File: src/rtl/core/gfi_pkg.sv
// ----------------------------------------------------------------------------
// GF(2^10) inverse package
// Field constants and the carry-less multiply/square helpers used by the cells.
// ----------------------------------------------------------------------------
`default_nettype none

package gfi_pkg;

   localparam int unsigned FieldBits = 10;
   localparam logic [FieldBits:0] FieldPoly = 11'b100_0000_1001;

   typedef logic [FieldBits-1:0] elem_type;

   // Reduce a product of two field elements modulo the field polynomial.
   function automatic elem_type gf_reduce(input logic [2*FieldBits-2:0] v);
      logic [2*FieldBits-2:0] acc;
      acc = v;
      for (int i = 2*FieldBits-2; i >= FieldBits; i--) begin
         if (acc[i]) begin
            acc = acc ^ ((2*FieldBits-1)'(FieldPoly) << (i - FieldBits));
         end
      end
      return acc[FieldBits-1:0];
   endfunction

   function automatic elem_type gf_mul(input elem_type a, input elem_type b);
      logic [2*FieldBits-2:0] acc;
      acc = '0;
      for (int i = 0; i < FieldBits; i++) begin
         if (b[i]) begin
            acc = acc ^ ((2*FieldBits-1)'(a) << i);
         end
      end
      return gf_reduce(acc);
   endfunction

   // Squaring over GF(2) only spreads the bits apart; the result is then reduced.
   function automatic elem_type gf_sqr(input elem_type a);
      logic [2*FieldBits-2:0] acc;
      acc = '0;
      for (int i = 0; i < FieldBits; i++) begin
         acc[2*i] = a[i];
      end
      return gf_reduce(acc);
   endfunction

endpackage

`default_nettype wire

File: src/rtl/core/gf1024_inverse.sv
// Each accepted request beat is registered in the nine power cells and then in the final squaring register.
// Throughput: one beat per cycle; the chain of nine power cells and the final
// squaring register advance together and stall together when the response waits.
// Reset clears all valid flags; element and power registers are not reset.
// A zero element yields zero since every power of zero is zero.
// ----------------------------------------------------------------------------
// GF(2^10) inverse
// Computes element^1022, the inverse modulo x^10+x^3+1, through a cell chain.
// ----------------------------------------------------------------------------
`default_nettype none

module gf1024_inverse
   import gfi_pkg::*;
(
   input  wire logic       clock,
   input  wire logic       reset,
   input  wire logic       req_valid,
   output logic            req_ready,
   input  wire logic [9:0] req_element,
   output logic            rsp_valid,
   input  wire logic       rsp_ready,
   output logic [9:0]      rsp_inverse
);

   localparam int unsigned NumCells = FieldBits - 1;

   logic     enable;
   logic     valid_c [NumCells+1];
   elem_type elem_c  [NumCells+1];
   elem_type power_c [NumCells+1];
   logic     rsp_valid_ff;
   elem_type rsp_inverse_ff;

   assign enable     = !rsp_valid_ff || rsp_ready;
   assign req_ready  = enable;
   assign valid_c[0] = req_valid;
   assign elem_c[0]  = req_element;
   assign power_c[0] = elem_type'(1);

   for (genvar g = 0; g < NumCells; g++) begin : g_cell
      gfi_cell u_cell (
         .clock   (clock),
         .reset   (reset),
         .enable  (enable),
         .valid_i (valid_c[g]),
         .elem_i  (elem_c[g]),
         .power_i (power_c[g]),
         .valid_o (valid_c[g+1]),
         .elem_o  (elem_c[g+1]),
         .power_o (power_c[g+1])
      );
   end

   always_ff @(posedge clock) begin
      if (reset) begin
         rsp_valid_ff <= 1'b0;
      end else if (enable) begin
         rsp_valid_ff <= valid_c[NumCells];
      end
   end

   // element^511 squared gives element^1022.
   always_ff @(posedge clock) begin
      if (enable) begin
         rsp_inverse_ff <= gf_sqr(power_c[NumCells]);
      end
   end

   assign rsp_valid   = rsp_valid_ff;
   assign rsp_inverse = rsp_inverse_ff;

endmodule

`default_nettype wire

File: src/rtl/core/gfi_cell.sv
// ----------------------------------------------------------------------------
// GF(2^10) inverse cell
// One step of the power chain: the running power is squared and multiplied by
// the element, so after k cells it holds element^(2^k - 1).
// ----------------------------------------------------------------------------
`default_nettype none

module gfi_cell
   import gfi_pkg::*;
(
   input  wire logic     clock,
   input  wire logic     reset,
   input  wire logic     enable,
   input  wire logic     valid_i,
   input  wire elem_type elem_i,
   input  wire elem_type power_i,
   output logic          valid_o,
   output elem_type      elem_o,
   output elem_type      power_o
);

   logic     valid_ff;
   elem_type elem_ff;
   elem_type power_ff;
   elem_type power_in;

   assign power_in = gf_mul(gf_sqr(power_i), elem_i);

   always_ff @(posedge clock) begin
      if (reset) begin
         valid_ff <= 1'b0;
      end else if (enable) begin
         valid_ff <= valid_i;
      end
   end

   always_ff @(posedge clock) begin
      if (enable) begin
         elem_ff  <= elem_i;
         power_ff <= power_in;
      end
   end

   assign valid_o = valid_ff;
   assign elem_o  = elem_ff;
   assign power_o = power_ff;

endmodule

`default_nettype wire

File: config.mk
export PLATFORM = sky130hd
export DESIGN_NAME = gf1024_inverse
export DESIGN_NICKNAME = d
export VERILOG_FILES = /design/src/rtl/core/gfi_pkg.sv /design/src/rtl/core/gf1024_inverse.sv /design/src/rtl/core/gfi_cell.sv
export SDC_FILE = /design/constraint.sdc
export NUM_CORES = 1
export LEC_CHECK = 0
export ABC_AREA = 1
export BUFFER_PORTS_ARGS = -buffer_cell sky130_fd_sc_hd__buf_2
export CORE_MARGIN = 1
export CORE_UTILIZATION = 60
export CTS_BUF_LIST = sky130_fd_sc_hd__clkbuf_4 sky130_fd_sc_hd__clkbuf_8 sky130_fd_sc_hd__clkbuf_16
export DETAILED_ROUTE_END_ITERATION = 16
export HOLD_SLACK_MARGIN = 0.15
export PLACE_DENSITY = 0.76
export REMOVE_ABC_BUFFERS = 1
export SLEW_MARGIN = 30
export SYNTH_ARGS = -nofsm -noshare
export SYNTH_HDL_FRONTEND = slang
export SYNTH_SLANG_ARGS = --single-unit
export TNS_END_PERCENT = 30
File: constraint.sdc
create_clock -name clock -period 14.2 [get_ports clock]
set_input_delay 1.42 -clock clock [delete_from_list [all_inputs] [get_ports clock]]
set_output_delay 1.42 -clock clock [all_outputs]
set_load 0.1 [all_outputs]
# Word-level counts from Yosys, hierarchy flattened
# Index checks and enable logic that the tools add are counted.
[op_classes] magnitude_cmp=0 add_sub_neg=0 reduce_logical=2 eq_ne=0 shifts=0 div=0 bitwise_logic=243 n_mul=0 n_mux=260
[op_table] cell="2-to-1 mux 19 bit" count=72
[op_table] cell="inverter 2 bit" count=152
[op_table] cell="2-to-1 mux 10 bit" count=27
[op_table] cell="2-to-1 mux 12 bit" count=19
[op_table] cell="2-to-1 mux 11 bit" count=19
[op_table] cell="2-to-1 mux 9 bit" count=19
[op_table] cell="2-to-1 mux 8 bit" count=19
[op_table] cell="bitwise XOR 19 x 12 -> 19 bit" count=8
[op_table] cell="bitwise XOR 19 x 13 -> 19 bit" count=8
[op_table] cell="bitwise XOR 19 x 14 -> 19 bit" count=8
[op_table] cell="bitwise XOR 19 x 15 -> 19 bit" count=8
[op_table] cell="bitwise XOR 19 x 16 -> 19 bit" count=8
[op_table] cell="bitwise XOR 19 x 17 -> 19 bit" count=8
[op_table] cell="bitwise XOR 19 x 18 -> 19 bit" count=8
[op_table] cell="bitwise XOR 19 bit" count=8
[op_table] cell="2-to-1 mux 7 bit" count=19
[op_table] cell="2-to-1 mux 6 bit" count=19
[op_table] cell="2-to-1 mux 5 bit" count=19
[op_table] cell="bitwise XOR 10 x 11 -> 11 bit" count=8
[op_table] cell="2-to-1 mux 4 bit" count=19
[op_table] cell="inverter 1 -> 2 bit" count=10
[op_table] cell="2-to-1 mux 18 bit" count=1
[op_table] cell="2-to-1 mux 17 bit" count=1
[op_table] cell="2-to-1 mux 16 bit" count=1
[op_table] cell="other kinds (9)" count=17
[totals] memories=0 inputBits=14 ram_bits=0 romBits=0 elab_cells=533 ff_bits=190 latch_bits=0 out_inout_bits=12

# Longest topological paths before layout
[depth] depth_word=55 mapped_depth=17 ltp_nobuf=16

# By module
# From an unflattened synthesis, not the netlist that was laid out.
[hier_totals] cells_unflattened=4836 hier_area_um2=26933.3
[by_module_without_submodules] mod="gfi_cell" instances=9 cells_each=534 seq_area_each_um2=620.6 area_each_um2=2946.6
[by_module_without_submodules] mod="gf1024_inverse" instances=1 cells_each=30 seq_area_each_um2=320.3 area_each_um2=414.1

# Least setup slack after synthesis
# Ideal clock, no wire load.
[synth_timing] path_kind="input to register" start="input rsp_ready" end="register g_cell[0].u_cell.elem_ff[0], enable pin" arrival_time_ns=5.321 slack_ns=7.075 path_stages=2 path_buffers=0 setup_ns=1.804 t_required_ns=12.396 path_cell_list="nor2_1 -> clkinv_1"
[synth_between] elab_chain_cells=1
[synth_rtl] item="start, declared" line="gf1024_inverse.sv:21" source="input wire logic rsp_ready,"
[synth_rtl] item="logical OR 1 bit" line="gf1024_inverse.sv:34" source="assign enable = !rsp_valid_ff || rsp_ready;"
[synth_rtl] item="net req_ready" line="gf1024_inverse.sv:18" source="output logic req_ready,"
[synth_rtl] item="end signal, assigned" line="gfi_cell.sv:39" source="elem_ff <= elem_i;"
[synth_rtl] item="end, declared" line="gfi_cell.sv:23" source="elem_type elem_ff;"
# The timed path passes the listed nets, and every way through them passes these cells.
# A chain may end at the register's enable or synchronous reset.

# Worst setup path in the final report
[layout_timing] start="input rsp_ready" end="output req_ready"
[layout_between] elab_chain_cells=1
[layout_rtl] item="logical OR 1 bit" line="gf1024_inverse.sv:34"
[layout_rtl] item="end, declared" line="gf1024_inverse.sv:18"
# No other way between the ends.

==> results.tsv <==
metric	value	unit
status	finished, final reports clean	
post-DP HPWL	40.8	mm
vias in the first global route	19838	
fraction of registers with async set/reset	0	%
Logic pwr share	72.3	%
GRT Overall Usage	30.7	%
die width	194	um
boundary pin count	26	
clock share of power	7.6	%
Critical Path Sink	req_ready	
DR vias	22335	
sw frac	56.7	%
number of hold violations in the final report	0	
Worst Path Max Fanout	38	
Post-Route WL	56.9	mm
RSZ-0062 raised after global routing	false	
Worst setup startpoint	rsp_ready	
Worst Reg-to-Reg Cells	5	
row count	70	
Seq/Total Area, Yosys	23.9	%
Area Overhead vs Synth	2.83	%
area of the multi-input gates	0.0141	mm2
die area	0.0378	mm2
PostCTS Resize Cnt	0	
share of cells above drive strength 1	2.74	%
Vias per Instance	5.23	
slew margin rel.	37.4	%
Final setup viols	0	
Setup TNS	0	ns
Pre-Repair DR Iteration Count	6	
Leak Pwr	0.0132	uW
CTS root buf	clkbuf_16	
Most used DFF post-synth	edfxtp_1	
FILL cells	3588	
critical path type	in2out	
setup bufs post-CTS	0	
WP data required	12.78	ns
Core Region	0.0365	mm2
crit start category	primary input	
first-pass GRT wire length	94.7	mm
Sequential Power Share	20.1	%
Detailed Route Iter0 Violations	1997	
Crit. End Element	output port	
Gate Count Post-Synth	3869	
Max-Cap Viols	0	
# clock sinks	180	
die height	194	um
DRC	0	
min cycle time layout	4.23	ns
largest net degree at the start of global routing	76	
Worst Skew	0.0167	ns
P_int	2700	uW
Starting Density	60.8	%
Clock Pin Slew Worst Setup and Hold Paths	0.07	ns
Synth Warn #	0	
clk buf depth	2	
post-placement cell count	4235	
Non-Filler Instances	4267	
fin util	62.5	%
Peak Freq	0.236	GHz
nets	3803	
net switching power	3540	uW
R2R Setup Slk	11.29	ns
sequential cell area	0.00531	mm2
Synth Cell Area	0.0222	mm2
Hold Crit Class	reg2reg	
total gr overflow	0	
fin. max-slew vios	0	
worst slew pin tran	0.939	ns
initial antenna violation count	0	
CTS Buf Count	17	
flops & latches, synth	180	
Distinct cells, synth	36	
GP Congestion	0.940	
period utilization	29.8	%
RR Endpoint	g_cell[0].u_cell.elem_o[2]	
CP arrival	2.81	ns
ant diodes	0	
Syn Area/Cell	5.74	um2
post-cts hold buffer count	0	
VDD IR max	0.000144	V
latest clock arrival within the worst-skew pair	0.46	ns
IO Port Bufs	25	
ANT nets after route	0	
H-Tree Depth	4	
PwrDens	273	mW/mm2
TritonCTS clock tree	done	
WL/cell	13.3	um
Post-synth EDFFs	170	
r2r startpoint	rsp_valid	
hold depth	2	
## sequential cells by signal, summed over array words and instances (netlist names)
| signal | count |
|---|---|
| g_cell.u_cell.power_o | 80 |
| g_cell.u_cell.elem_o | 80 |
| rsp_valid | 1 |
| rsp_inverse | 10 |
| g_cell.u_cell.valid_o | 9 |
## how the worst min path moves through the flow
stage                     slack (ns)                        to                      from
final                           0.46  g_cell[1].u_cell.valid_o  g_cell[0].u_cell.valid_o
after global routing            0.49  g_cell[1].u_cell.valid_o  g_cell[0].u_cell.valid_o
after CTS                       0.47  g_cell[1].u_cell.valid_o  g_cell[0].u_cell.valid_o
after detailed placement        0.45  g_cell[7].u_cell.valid_o  g_cell[6].u_cell.valid_o
after global placement          0.45  g_cell[3].u_cell.valid_o  g_cell[2].u_cell.valid_o
after floorplan                 0.43                 rsp_valid  g_cell[8].u_cell.valid_o
## cells by family after synthesis
family	count (synthesis)	share of synthesized area [%]
simple gates	2571	47.8
buf+inv	695	12.7
xor+xnor	322	12.9
flops	180	23.9
compound gates	98	2.58
fa+ha+maj	3	0.169
## synthesized netlist by cell type, types with 9 or more instances
library cell	instances	area [um2]
dfxtp_1	10	200
xnor2_1	122	1070
xor2_1	194	1700
nand2_1	1844	6920
buf_2	85	425
nand2_2	17	106
nor2_1	175	657
clkbuf_1	21	78.8
nand3b_1	62	465
inv_1	558	2090
o21ai_0	49	245
a21oi_1	12	60.1
or2_2	9	56.3
nand4_1	36	225
edfxtp_1	170	5100
nand3_1	411	2060
o21bai_1	24	180
buf_4	12	90.1
## layout by cell type, fill, tap and decap left out, drive strengths merged, types with 3 or more instances in the layout
cell / synthesis / routed
nand2: 1861 / 1861
inv: 565 / 571
nand3: 412 / 412
xor2: 195 / 195
nor2: 180 / 180
edfxtp: 170 / 170
xnor2: 126 / 126
nand3b: 62 / 62
o21ai: 52 / 52
nand4: 36 / 36
buf: 104 / 27
o21bai: 24 / 24
clkbuf: 25 / 22
or2: 16 / 16
a21oi: 12 / 12
dfxtp: 10 / 10
o22ai: 5 / 5
clkinv: 1 / 5
nand2b: 4 / 4
o211ai: 3 / 3
ha: 3 / 3
## critical path, stage by stage
cell and delay [ns]:
buf_2 0.09, nor2_1 0.61, inv_6 0.29, buf_2 0.39
## layer usage
layer / share of wire [%] / global-route usage (%) / vias to the layer above
met4: 2.1 / 10.2 / 0
met5: 0 / 0 / -
met3: 8.0 / 3.38 / 103
met2: 45 / 51.2 / 834
met1: 45 / 41.4 / 9738
li1: - / - / 11660
## power groups by stage
stage / Sequential (uW) / Clock [uW] / Combinational (uW)
after detailed placement: 1250 / 0 / 4460
after CTS: 1240 / 482 / 4490
after floorplan: 1210 / 0 / 3530
after global routing: 1280 / 501 / 5190
final: 1250 / 476 / 4510
after global placement: 1250 / 0 / 4360
## layout make-up
class                   count  share of cell area [%]
flip-flops and latches    180                    23.2
clock buffers              22                    2.19
inverters                 566                    9.33
clock inverters            10                   0.367
repair buffers             27                   0.614
multi-input cells        2994                    61.7
well taps                 468                    2.57
## per-stage QoR
step                      total power (uW)  hold WS [ns]  setup WS, ns  cell area (um2)
after global placement                5610         0.451          9.97            22200
after global routing                  6960         0.488          9.80            22800
final                                 6240         0.462          9.97            22800
after CTS                             6210         0.465          9.95            22800
after detailed placement              5710         0.451          9.95            22200
after floorplan                       4740         0.430          6.65            21500
Power figures use the tool's default switching activity.
